### config.mk
export PLATFORM = sky130hd
export DESIGN_NAME = sobel_grad
export DESIGN_NICKNAME = d
export VERILOG_FILES = /design/src/hw/rtl/sobel_pkg.sv /design/src/hw/rtl/sobel_grad.sv
export SDC_FILE = /design/constraint.sdc
export NUM_CORES = 1
export LEC_CHECK = 0
export ABC_CLOCK_PERIOD_IN_PS = 9250
export BUFFER_PORTS_ARGS = -buffer_cell sky130_fd_sc_hd__clkbuf_2
export CAP_MARGIN = 10
export CORE_MARGIN = 1
export CORE_UTILIZATION = 42
export CTS_CLUSTER_DIAMETER = 80
export DETAILED_ROUTE_END_ITERATION = 8
export PLACE_DENSITY_LB_ADDON = 0.05
export SLEW_MARGIN = 20
export SYNTH_ARGS = -nofsm -noshare
export SYNTH_HDL_FRONTEND = slang
export SYNTH_SLANG_ARGS = --single-unit
### constraint.sdc
create_clock -name clk -period 9.25 [get_ports clk]
set_input_delay 0.925 -clock clk [delete_from_list [all_inputs] [get_ports clk]]
set_output_delay 0.925 -clock clk [all_outputs]
set_load 0.01 [all_outputs]
### src/hw/rtl/sobel_pkg.sv
// shared constants and types of the sobel edge magnitude block
package sobel_pkg;

  // line buffer geometry
  localparam int MAX_WIDTH = 1024;
  localparam int ADDR_W    = $clog2(MAX_WIDTH);
  localparam int COL_W     = $clog2(MAX_WIDTH + 1);

  // frame height limit and row counter widths
  localparam int ROW_LIMIT = 1024;
  localparam int ROW_CNT_W = $clog2(ROW_LIMIT + 1);

  // fixed field widths
  localparam int PIX_W     = 8;
  localparam int ROW_W     = 10;
  localparam int OUT_COL_W = 10;
  localparam int CFG_W     = 11;
  localparam int CFG_IDX_W = 1;

  // widths used when saturating register values
  localparam int WSAT_W = (COL_W > CFG_W) ? COL_W : CFG_W;
  localparam int HSAT_W = (ROW_CNT_W > CFG_W) ? ROW_CNT_W : CFG_W;

  // register reset values
  localparam logic [CFG_W-1:0] WIDTH_RESET  = CFG_W'(640);
  localparam logic [CFG_W-1:0] HEIGHT_RESET = CFG_W'(480);

  // register indexes
  localparam logic [CFG_IDX_W-1:0] REG_IMAGE_WIDTH  = CFG_IDX_W'(0);
  localparam logic [CFG_IDX_W-1:0] REG_IMAGE_HEIGHT = CFG_IDX_W'(1);

  // position and classification of one pixel
  typedef struct packed {
    logic [ROW_W-1:0]  row;
    logic [ADDR_W-1:0] col;
    logic              interior;
    logic              border;
  } pos_t;

  // one result item
  typedef struct packed {
    logic [ROW_W-1:0]     row;
    logic [OUT_COL_W-1:0] col;
    logic [PIX_W-1:0]     value;
    logic                 last;
  } res_t;

endpackage

### src/hw/rtl/sobel_grad.sv
// window stage: line buffer read-back, forwarding, sobel kernels, result sequencing
module sobel_grad (
  input  logic                         clk,
  input  logic                         rst,
  input  logic                         load,
  input  sobel_pkg::pos_t              pos_in,
  input  logic [sobel_pkg::PIX_W-1:0]  pix_in,
  input  logic [2*sobel_pkg::PIX_W-1:0] ram_rd_data,
  output logic                         ram_wr_en,
  output logic [sobel_pkg::ADDR_W-1:0] ram_wr_addr,
  output logic [2*sobel_pkg::PIX_W-1:0] ram_wr_data,
  output logic                         busy,
  output logic                         res_valid,
  output sobel_pkg::res_t              res,
  input  logic                         res_ready
);
  import sobel_pkg::*;

  localparam int SUM_W = PIX_W + 2;
  localparam int G_W   = PIX_W + 4;

  logic             b_valid;
  pos_t             b_pos;
  logic [PIX_W-1:0] b_pix;
  logic             b_fwd;
  logic [PIX_W-1:0] b_fwd_top;
  logic [PIX_W-1:0] b_fwd_mid;
  logic             phase;
  logic [PIX_W-1:0] win [6];

  logic [PIX_W-1:0] top_eff;
  logic [PIX_W-1:0] mid_eff;
  logic [SUM_W-1:0] gx_pos, gx_neg, gy_pos, gy_neg;
  logic [G_W-1:0]   gx, gy, gx_abs, gy_abs, mag;
  logic             emit_int;
  logic             leave;

  // ram word: upper line in the high byte, middle line in the low byte
  assign top_eff = b_fwd ? b_fwd_top : ram_rd_data[2*PIX_W-1:PIX_W];
  assign mid_eff = b_fwd ? b_fwd_mid : ram_rd_data[PIX_W-1:0];

  // kernels: window holds nw, w, sw, n, -, s; the new column is ne, e, se
  assign gx_pos = SUM_W'(top_eff) + {1'b0, mid_eff, 1'b0} + SUM_W'(b_pix);
  assign gx_neg = SUM_W'(win[0]) + {1'b0, win[1], 1'b0} + SUM_W'(win[2]);
  assign gy_pos = SUM_W'(win[0]) + {1'b0, win[3], 1'b0} + SUM_W'(top_eff);
  assign gy_neg = SUM_W'(win[2]) + {1'b0, win[5], 1'b0} + SUM_W'(b_pix);
  assign gx     = G_W'(gx_pos) - G_W'(gx_neg);
  assign gy     = G_W'(gy_pos) - G_W'(gy_neg);
  assign gx_abs = gx[G_W-1] ? -gx : gx;
  assign gy_abs = gy[G_W-1] ? -gy : gy;
  assign mag    = gx_abs + gy_abs;

  // interior result first, border pass-through second
  assign emit_int  = b_pos.interior && !phase;
  assign res_valid = b_valid && (emit_int || b_pos.border);
  always_comb begin
    if (emit_int) begin
      res.row   = b_pos.row - ROW_W'(1);
      res.col   = OUT_COL_W'(b_pos.col - ADDR_W'(1));
      res.value = mag[PIX_W:1];
      res.last  = !b_pos.border;
    end else begin
      res.row   = b_pos.row;
      res.col   = OUT_COL_W'(b_pos.col);
      res.value = b_pix;
      res.last  = 1'b1;
    end
  end

  assign leave = b_valid && (!res_valid || (res_ready && res.last));
  assign busy  = b_valid && !leave;

  // write-back when the pixel leaves the stage
  assign ram_wr_en   = leave;
  assign ram_wr_addr = b_pos.col;
  assign ram_wr_data = {mid_eff, b_pix};

  always_ff @(posedge clk) begin
    if (rst) begin
      b_valid <= 1'b0;
      phase   <= 1'b0;
    end else begin
      if (load) begin
        b_valid <= 1'b1;
      end else if (leave) begin
        b_valid <= 1'b0;
      end
      if (leave) begin
        phase <= 1'b0;
      end else if (res_valid && res_ready) begin
        phase <= 1'b1;
      end
    end
  end

  // payload; forward the write that lands on the same edge as the read
  always_ff @(posedge clk) begin
    if (load) begin
      b_pos     <= pos_in;
      b_pix     <= pix_in;
      b_fwd     <= leave && (b_pos.col == pos_in.col);
      b_fwd_top <= mid_eff;
      b_fwd_mid <= b_pix;
    end
  end

  always_ff @(posedge clk) begin
    if (rst) begin
      for (int i = 0; i < 6; i++) begin
        win[i] <= '0;
      end
    end else if (leave) begin
      win[0] <= win[3];
      win[1] <= win[4];
      win[2] <= win[5];
      win[3] <= top_eff;
      win[4] <= mid_eff;
      win[5] <= b_pix;
    end
  end

endmodule

==> summary.md <==
| Metric | Value |
|---|---|
| Final hold vios | 0 |
| Most frequent cells in the layout | 134 x inv_1, 107 x clkbuf_2, 95 x edfxtp_1 |
| Worst Path Max Fanout | 11 |
| Main flop type after synthesis | edfxtp_1 |
| Slew Limit Headroom | 31.2% |
| Number of port buffers | 107 |
| Clock skew | 0.00829 ns |
| RSZ-0062 raised after global routing | no |
| Crit path kind | reg -> out |
| Final WS setup | 1.24 ns |
| CTS tree | done |
| H-tree level count | 3 |
| CTS clk-pin slew, worst paths | 0.07 ns |
| Die footprint | 17500 sq um |
| Final WL | 14700 microns |
| Antenna violations before repair | 0 |
| Cts repair resizes | 0 |
| Total grt overflow | 0 |
| Final HPWL DP | 11500 microns |
| Layout area overhead | 14.6% |
| Crit Reg-Reg Endpoint | win[0][3] |
| Vias | 4566 |
| Num ports | 108 |
| Worst-margin pin slew | 1.03 ns |
| Gr usage total | 18.2% |
| Hold Startpoint | b_pix[0] |
| Worst path required time | 8.33 ns |
| Worst setup EP type | output pin |
| Row cnt | 47 |
| Largest net degree at the start of global routing | 49 |
| Num CTS Buffers | 9 |
| Fmax | 0.125 GHz |
| Sink Count | 97 |
| Non-Filler Instances | 966 |
| Reg2Reg Setup Slack | 6.57 ns |
| DP Worst Slack | 1.56 ns |
| EDFF count, synth | 95 |
| Clock Root Buffer | clkbuf_16 |
| Setup_tns | 0 ns |
| Hold_buf cts | 0 |
| Die height | 132 microns |
| Mean Syn Cell Area | 11.1 sq um |
| Ant. Diodes | 0 |
| Min-Delay Path Depth | 0 |
| CP Launch Type | flip-flop |
| Critical Path AT | 7.09 ns |
| Routed len/inst | 15.2 microns |
| Tcrit/Tclk final | 86.6% |
| Remaining DRCs | 0 |
| Post-Place Cells | 950 |
| Core ar. | 16600 sq um |
| Final setup fails | 0 |
| Post-layout min period | 8.01 ns |
| Asr flop ratio synth | 0% |
| Share of layout cells above drive strength 1 | 19.6% |
| WHS Endpoint | b_fwd_mid[0] |
| First drt pass iteration count | 4 |
| Pins Over Slew Limit | 0 |
| Vias in the first global route | 4819 |
| Detail Route Antenna Nets | 0 |
| Starting density of the core | 42.9% |
| Nets | 889 |
| Status | completed |
| GP Congestion | 0.830 |
| Worst Reg-to-Reg Cells | 6 |
| Worst Hold Class | reg -> reg |
| Synthesized cell area | 7120 sq um |
| Vias per inst | 4.73 |
| Cells after synthesis | 640 |
| Die width | 132 microns |
| Sequential share of the synthesized area | 40.7% |
| Drt first-iter violations | 153 |
| Synth Net Count | 788 |
| Flops & latches, synth | 97 |
| Clock latency on the worst-skew pair | 0.35 ns |
| Unique masters post-synth | 53 |
| Clock tree buffer depth | 2 |
| First-pass GRT wire length | 24500 microns |
| Post-CTS Setup Repair Bufs | 0 |
| Reg2reg start | b_pos[1] |
| Synthesis Warnings | 0 |
| Most common cell after layout, fill and taps aside | inv_1 |
| Max_cap viols | 0 |
[how the worst max path moves through the flow]
stage | start | to | slack [ns]
CTS | b_fwd | res[8] | 1.16
finish | b_fwd | res[8] | 1.24
global route | b_fwd | res[8] | 0.76
floorplan | b_fwd | res[8] | 1.95
detailed placement | b_fwd | res[8] | 1.56
global placement | ram_rd_data[13] | res[8] | 1.70
[flip-flops by register name, summed over array words and instances (netlist names)]
signal and cells:
b_pix 8, b_pos 12, b_fwd_top 8, b_fwd 1
b_valid 1, phase 1, b_fwd_mid 8, ram_wr_addr 10
win 48
[worst max-delay path: stages (launching register included)]
cell and delay, ns:
edfxtp_1 0.82, mux2i_1 0.44, inv_1 0.11, fa_1 0.50
fa_1 0.49, inv_1 0.06, fa_1 0.54, inv_1 0.04
ha_1 0.34, and3_1 0.20, a221oi_2 0.37, nand2_1 0.10
a221o_1 0.43, mux2_2 0.34, fa_1 0.43, a21o_1 0.21
nand4_1 0.09, and4b_1 0.23, a21o_1 0.15, xor3_1 0.35
a211oi_2 0.20, nand3b_1 0.13, clkbuf_2 0.14
[cells in the mapped netlist (all sizes together) (4+ instances only)]
master	instances	area share, %
a211oi	5	0.60
clkbuf	10	0.53
nand2	21	1.1
nor2	55	2.9
xnor2	30	3.7
and3	7	0.62
mux2	10	1.6
o21ai	16	1.1
edfxtp	95	40
mux2i	8	1.1
a21o	10	1.1
inv	134	7.1
nand3	6	0.42
xor2	21	2.6
nand2b	11	0.97
a21oi	12	0.84
buf	11	1.2
nor4	7	0.62
ha	35	6.2
nor3	8	0.56
nor3b	4	0.42
and2	23	2.0
fa	63	18
[logic make-up (layout without fill, tap and decap cells)]
group / count (synthesis) / in the layout / synth area share, %
buf+inv: 155 / 261 / 8.81
fa+ha+maj: 99 / 99 / 24.0
mux: 18 / 18 / 2.71
flops: 97 / 97 / 40.7
simple gates: 159 / 159 / 11.5
xor+xnor: 52 / 52 / 6.61
compound gates: 60 / 60 / 5.73
[routing by layer]
| metal | GRT usage, % | part of all wire, % | vias to the layer above |
|---|---|---|---|
| met5 | 0 | 0 | - |
| met4 | 6.01 | 1.4 | 0 |
| met3 | 3.34 | 3.4 | 14 |
| met2 | 29.6 | 47 | 91 |
| met1 | 24.7 | 48 | 2181 |
| li1 | - | - | 2280 |
[metrics by stage]
| step | cell area [sq um] | hold slack [ns] | util, % |
|---|---|---|---|
| final | 8160 | 0.475 | 49.2 |
| after global routing | 8160 | 0.491 | 49.2 |
| after CTS | 8160 | 0.475 | 49.2 |
| after detailed placement | 7840 | 0.460 | 47.3 |
| after global placement | 7840 | 0.461 | 47.3 |
| after floorplan | 7120 | 0.450 | - |
[area by class of cell]
cell class | instances | area (sq um)
clock inverters | 7 | 92.6
fillers | 1533 | 8430
clock buffers | 9 | 225
flip-flops and latches | 97 | 2890
well taps | 220 | 275
multi-input cells | 388 | 3600
inverters | 134 | 503
repair buffers | 111 | 566
Power is left out: the tool's default activity adds up to more than one toggle a clock period on the data nets, which glitch-free logic cannot reach.
