$ cat src/hw/rtl/sobel_pkg.sv
// shared constants and types of the sobel edge magnitude block
package sobel_pkg;

  // line buffer geometry
  localparam int MAX_WIDTH = 1024;
  localparam int ADDR_W    = $clog2(MAX_WIDTH);
  localparam int COL_W     = $clog2(MAX_WIDTH + 1);

  // frame height limit and row counter widths
  localparam int ROW_LIMIT = 1024;
  localparam int ROW_CNT_W = $clog2(ROW_LIMIT + 1);

  // fixed field widths
  localparam int PIX_W     = 8;
  localparam int ROW_W     = 10;
  localparam int OUT_COL_W = 10;
  localparam int CFG_W     = 11;
  localparam int CFG_IDX_W = 1;

  // widths used when saturating register values
  localparam int WSAT_W = (COL_W > CFG_W) ? COL_W : CFG_W;
  localparam int HSAT_W = (ROW_CNT_W > CFG_W) ? ROW_CNT_W : CFG_W;

  // register reset values
  localparam logic [CFG_W-1:0] WIDTH_RESET  = CFG_W'(640);
  localparam logic [CFG_W-1:0] HEIGHT_RESET = CFG_W'(480);

  // register indexes
  localparam logic [CFG_IDX_W-1:0] REG_IMAGE_WIDTH  = CFG_IDX_W'(0);
  localparam logic [CFG_IDX_W-1:0] REG_IMAGE_HEIGHT = CFG_IDX_W'(1);

  // position and classification of one pixel
  typedef struct packed {
    logic [ROW_W-1:0]  row;
    logic [ADDR_W-1:0] col;
    logic              interior;
    logic              border;
  } pos_t;

  // one result item
  typedef struct packed {
    logic [ROW_W-1:0]     row;
    logic [OUT_COL_W-1:0] col;
    logic [PIX_W-1:0]     value;
    logic                 last;
  } res_t;

endpackage

$ cat src/hw/rtl/sobel_pos.sv
// frame size registers and raster position tracking
module sobel_pos (
  input  logic                            clk,
  input  logic                            rst,
  input  logic                            cfg_write,
  input  logic [sobel_pkg::CFG_IDX_W-1:0] cfg_index,
  input  logic [sobel_pkg::CFG_W-1:0]     cfg_data,
  input  logic                            accept,
  output sobel_pkg::pos_t                 pos
);
  import sobel_pkg::*;

  logic [CFG_W-1:0]     image_width;
  logic [CFG_W-1:0]     image_height;
  logic [COL_W-1:0]     col_count;
  logic [ROW_CNT_W-1:0] row_count;

  logic [WSAT_W-1:0]    w_ext;
  logic [HSAT_W-1:0]    h_ext;
  logic [COL_W-1:0]     w_eff;
  logic [ROW_CNT_W-1:0] h_eff;
  logic                 col_wrap;
  logic [COL_W-1:0]     c;
  logic [ROW_CNT_W-1:0] r_inc;
  logic [ROW_CNT_W-1:0] r;
  logic [COL_W-1:0]     c_plus;
  logic                 row_end;
  logic [ROW_CNT_W-1:0] r_adv;
  logic [COL_W-1:0]     col_count_next;
  logic [ROW_CNT_W-1:0] row_count_next;

  // width and height saturated to their legal ranges
  assign w_ext = WSAT_W'(image_width);
  assign h_ext = HSAT_W'(image_height);
  assign w_eff = (w_ext == '0) ? COL_W'(1) :
                 (w_ext > WSAT_W'(MAX_WIDTH)) ? COL_W'(MAX_WIDTH) : COL_W'(w_ext);
  assign h_eff = (h_ext == '0) ? ROW_CNT_W'(1) :
                 (h_ext > HSAT_W'(ROW_LIMIT)) ? ROW_CNT_W'(ROW_LIMIT) : ROW_CNT_W'(h_ext);

  // position of this pixel, folded against the current frame size
  assign col_wrap = col_count >= w_eff;
  assign c        = col_wrap ? '0 : col_count;
  assign r_inc    = col_wrap ? row_count + ROW_CNT_W'(1) : row_count;
  assign r        = (r_inc >= h_eff) ? '0 : r_inc;

  // position of the following pixel
  assign c_plus         = c + COL_W'(1);
  assign row_end        = c_plus >= w_eff;
  assign r_adv          = row_end ? r + ROW_CNT_W'(1) : r;
  assign col_count_next = row_end ? '0 : c_plus;
  assign row_count_next = (r_adv >= h_eff) ? '0 : r_adv;

  assign pos.row      = ROW_W'(r);
  assign pos.col      = ADDR_W'(c);
  assign pos.interior = (r >= ROW_CNT_W'(2)) && (c >= COL_W'(2));
  assign pos.border   = (r == '0) || (r == h_eff - ROW_CNT_W'(1)) ||
                        (c == '0) || (c == w_eff - COL_W'(1));

  always_ff @(posedge clk) begin
    if (rst) begin
      image_width  <= WIDTH_RESET;
      image_height <= HEIGHT_RESET;
    end else if (cfg_write) begin
      unique case (cfg_index)
        REG_IMAGE_WIDTH:  image_width  <= cfg_data;
        REG_IMAGE_HEIGHT: image_height <= cfg_data;
        default: ;
      endcase
    end
  end

  always_ff @(posedge clk) begin
    if (rst) begin
      col_count <= '0;
      row_count <= '0;
    end else if (accept) begin
      col_count <= col_count_next;
      row_count <= row_count_next;
    end
  end

endmodule

$ cat config.mk
export PLATFORM = sky130hd
export DESIGN_NAME = sobel_pos
export DESIGN_NICKNAME = d
export VERILOG_FILES = /design/src/hw/rtl/sobel_pkg.sv /design/src/hw/rtl/sobel_pos.sv
export SDC_FILE = /design/constraint.sdc
export NUM_CORES = 1
export LEC_CHECK = 0
export ABC_AREA = 1
export ABC_CLOCK_PERIOD_IN_PS = 5800
export BUFFER_PORTS_ARGS = -buffer_cell sky130_fd_sc_hd__buf_2
export CAP_MARGIN = 30
export CORE_AREA = 2 2 125 127
export DETAILED_ROUTE_END_ITERATION = 10
export DIE_AREA = 0 0 127 129
export PLACE_DENSITY_LB_ADDON = 0.2
export SYNTH_ARGS = -nofsm -noshare
export SYNTH_HDL_FRONTEND = slang
export SYNTH_SLANG_ARGS = --single-unit
$ cat constraint.sdc
create_clock -name clk -period 5.8 [get_ports clk]
set_input_delay 0.58 -clock clk [delete_from_list [all_inputs] [get_ports clk]]
set_output_delay 0.58 -clock clk [all_outputs]
set_load 0.03 [all_outputs]
==> results_dict.tcl <==
set metrics [dict create \
    finClkSkew_ns 0.0147 \
    ys_ff_latch 44 \
    mostFrequentLayoutCells "sky130_fd_sc_hd__nand2_1, sky130_fd_sc_hd__inv_1, sky130_fd_sc_hd__nor2_1, sky130_fd_sc_hd__nand3_1, sky130_fd_sc_hd__buf_4" \
    regToRegEndpoint "row_count[8]$_SDFFE_PP0P_" \
    fin_nets 991 \
    grt_max_degree 25 \
    p_seq_share_pct 28.6 \
    reg2reg_setup_slack_ns 0.17 \
    grt_overflow 0 \
    grt_usage_pct 19.9 \
    timing.critical_path.arrival_ns 5.87 \
    hold-path-endpoint "h_ext[0]$_SDFFE_PP0P_" \
    maxCapViolations 0 \
    type_of_element_capturing_the_critical_path "register" \
    antenna_found_initial 0 \
    route.detailed.wl_per_inst_um 15.1 \
    cts-root-buf "sky130_fd_sc_hd__clkbuf_16" \
    clockPowerShare_pct 31.4 \
    top_layer "met4" \
    diodes 0 \
    critical-path-top-delay-family "simple AND/OR/NAND/NOR gates" \
    final_min_period_over_clock_period_pct 97.1 \
    comb_power_share_pct 40.0 \
    core_area_um2 15000 \
    tritoncts "yes" \
    maxSlewHeadroom_pct 56.6 \
    timing.critical_path.slowest_cell_delay_ns 0.37 \
    syn-instance-count 830 \
    mostFrequentLayoutCell "sky130_fd_sc_hd__nand2_1" \
    placement_rows 45 \
    cts.path.max_buffers 2 \
    die_h_um 129 \
    most_prevalent_standard_cell_on_the_critical_path "sky130_fd_sc_hd__nor2_4" \
    final_hold_viol_count 0 \
    internal-power_w 0.000692 \
    gp_congestion 0.979 \
    detailedRoute.firstIterationViolations 317 \
    reg2regPathDepth 41 \
    routed_wirelength_um 16700 \
    cts_htree_levels 2 \
    worst_hold_startpoint "h_ext[0]$_SDFFE_PP0P_" \
    final_util_pct 44.4 \
    timing.critical_path.fanout_max 8 \
    dpl.hpwl_um 12900 \
    final_antenna_net_count 0 \
    vias_in_the_first_global_route 4934 \
    fin_max_slew_vios 0 \
    power_per_cell_area_nw_per_um2 172 \
    layout-drive-gt1-share_pct 28.2 \
    ctsHoldBuffers 0 \
    p_sw_share_pct 39.6 \
    numPortBuffers 37 \
    startpoint_type "register" \
    die_footprint_um2 16400 \
    drt_first_pass_iters 5 \
    layout-area-overhead-vs-synth_pct 29.5 \
    synth.net_count 899 \
    drt_drc_violations_left 0 \
    outcome "completed" \
    cp_data_required_time_ns 6.04 \
    synthesis.area_per_instance_um2 6.19 \
    cp.buffers_inverters 7 \
    setup_violations 0 \
    routed-via-count 5420 \
    cts_inserted_buffers 5 \
    synthesis.area_um2 5130 \
    timing.fmax_mhz 178 \
    clock_sinks 44 \
    worst-slew-pin-transition_ns 0.643 \
    effective_utilization_at_floorplan_pct 34.3 \
    grt_first_pass_wirelength_um 25500 \
    setup-tns-final_ns 0 \
    wl_met3_um 563 \
    grt_setup_unrepaired "true" \
    min_delay_path_depth 2 \
    power.net_switching_w 0.000454 \
    yosysWarningCount 0 \
    static-leakage-power_nw 3.28 \
    timing.final.crit_period_ns 5.63 \
    vias_per_cell 4.88 \
    path_class "register to register" \
    dr_wl_met2_um 7890 \
    worst_skew_pair.late_latency_ns 0.31 \
    synth_seq_area_share_pct 17.2 \
    io_pins 38 \
    worstReg2RegStart "image_width[7]$_SDFFE_PP1P_" \
    die_width_um 127 \
    vdd_drop_max_mv 0.109 \
    timing.hold.worst.class "register to register" \
    sum_of_routed_wire_segments_on_met1_um 8040 \
    crit_slowest_cell "sky130_fd_sc_hd__a2111o_1" \
    worst_path_clk_slew_ns 0.07 \
    yosys.cell_types.count 45 \
]
## routing by layer
layer | global-route usage, % | vias up
met4 | 6.79 | 0
met2 | 33.5 | 120
li1 | - | 2836
met3 | 2.54 | 20
met5 | 0 | -
met1 | 26.3 | 2444
## final cells by class
| cell class | count | area, µm² |
|---|---|---|
| timing repair buffer | 99 | 698 |
| tap | 188 | 235 |
| clock buffer | 5 | 125 |
| sequential | 44 | 890 |
| multi-input combinational | 637 | 4140 |
| inverter | 135 | 513 |
| fill | 1578 | 8330 |
| clock inverter | 3 | 46.3 |
## power groups by stage
| stage | clock [W] | sequential (W) | combinational, W |
|---|---|---|---|
| 2_1_floorplan | 0 | 0.000333 | 0.000282 |
| 4_1_cts | 0.000366 | 0.000327 | 0.000393 |
| 3_3_place_gp | 0 | 0.000334 | 0.000393 |
| 3_5_place_dp | 0 | 0.000334 | 0.000390 |
| 5_1_grt | 0.000376 | 0.000330 | 0.000510 |
| 6_report | 0.000360 | 0.000328 | 0.000458 |
## worst max path at each step
stage / startpoint / to / slack (ns) / cells past startpoint
CTS: image_width[6]$_SDFFE_PP0P_ / row_count[7]$_SDFFE_PP0P_ / 0.003 / 40
global placement: image_width[8]$_SDFFE_PP0P_ / row_count[8]$_SDFFE_PP0P_ / -0.009 / 42
floorplan: image_width[6]$_SDFFE_PP0P_ / row_count[8]$_SDFFE_PP0P_ / 0.06 / 39
detailed placement: image_width[8]$_SDFFE_PP0P_ / row_count[7]$_SDFFE_PP0P_ / -0.04 / 42
finish: image_width[7]$_SDFFE_PP1P_ / row_count[8]$_SDFFE_PP0P_ / 0.17 / 41
global route: image_width[7]$_SDFFE_PP1P_ / row_count[8]$_SDFFE_PP0P_ / -0.14 / 44
## cell families (layout without fill, tap and decap cells)
family | Yosys count | after routing | share of synthesized area (%)
flip-flops | 44 | 44 | 17.2
adder cells (fa/ha/maj) | 53 | 53 | 12.9
XOR/XNOR | 29 | 29 | 4.95
buffers and inverters | 150 | 242 | 11.9
AND/OR/NAND/NOR | 454 | 455 | 41.6
AO/OA/AOI/OAI | 100 | 100 | 11.4
## cells in the mapped netlist, drive strengths merged
| cell | n | area [µm²] |
|---|---|---|
| a2111o | 1 | 11.3 |
| a21boi | 1 | 7.51 |
| a21o | 2 | 15.0 |
| a21oi | 49 | 272 |
| a22oi | 1 | 12.5 |
| and2 | 2 | 15.0 |
| buf | 7 | 76.3 |
| clkbuf | 8 | 30.0 |
| clkinv | 5 | 18.8 |
| dfxtp | 44 | 881 |
| ha | 53 | 663 |
| inv | 130 | 488 |
| nand2 | 251 | 1010 |
| nand3 | 71 | 400 |
| nand3b | 3 | 22.5 |
| nand4 | 17 | 106 |
| nor2 | 93 | 479 |
| nor3 | 14 | 85.1 |
| nor4 | 1 | 6.26 |
| o211ai | 4 | 30.0 |
| o21a | 1 | 7.51 |
| o21ai | 36 | 191 |
| o21bai | 2 | 15.0 |
| o31ai | 2 | 15.0 |
| o41ai | 1 | 8.76 |
| or2 | 2 | 12.5 |
| xnor2 | 5 | 43.8 |
| xor2 | 24 | 210 |
## worst reg2reg max path, delay by kind of cell, from the launching register on
family | cells | cell delay, ns
AND/OR/NAND/NOR | 28 | 2.91
adder cells (fa/ha/maj) | 3 | 0.81
flip-flops | 1 | 0.33
buffers and inverters | 7 | 0.84
AO/OA/AOI/OAI | 3 | 0.67
## what timing repair did
item | in CTS | in global routing
gates resized for setup | 1 | 113
gates cloned | 0 | 2
pin swaps | 0 | 51
buffers inserted | 0 | 28
endpoints found under the setup margin | 11 | 11
## flip-flops by register name, indices dropped and copies added, names as in the netlist
signal,cells
col_count,11
h_ext,11
image_width,11
row_count,11
## stage by stage
step | std cells | instance area, µm² | power [W] | setup slack [ns] | hold WS, ns
floorplan | 830 | 5150 | 0.000614 | 0.0616 | 0.444
global placement | 1073 | 5710 | 0.000727 | -0.00863 | 0.467
detailed placement | 1073 | 5710 | 0.000724 | -0.0402 | 0.473
CTS | 1081 | 5890 | 0.00109 | 0.00328 | 0.483
global route | 1111 | 6650 | 0.00122 | -0.143 | 0.497
finish | 1111 | 6650 | 0.00115 | 0.167 | 0.481
Power figures use the tool's default switching activity.
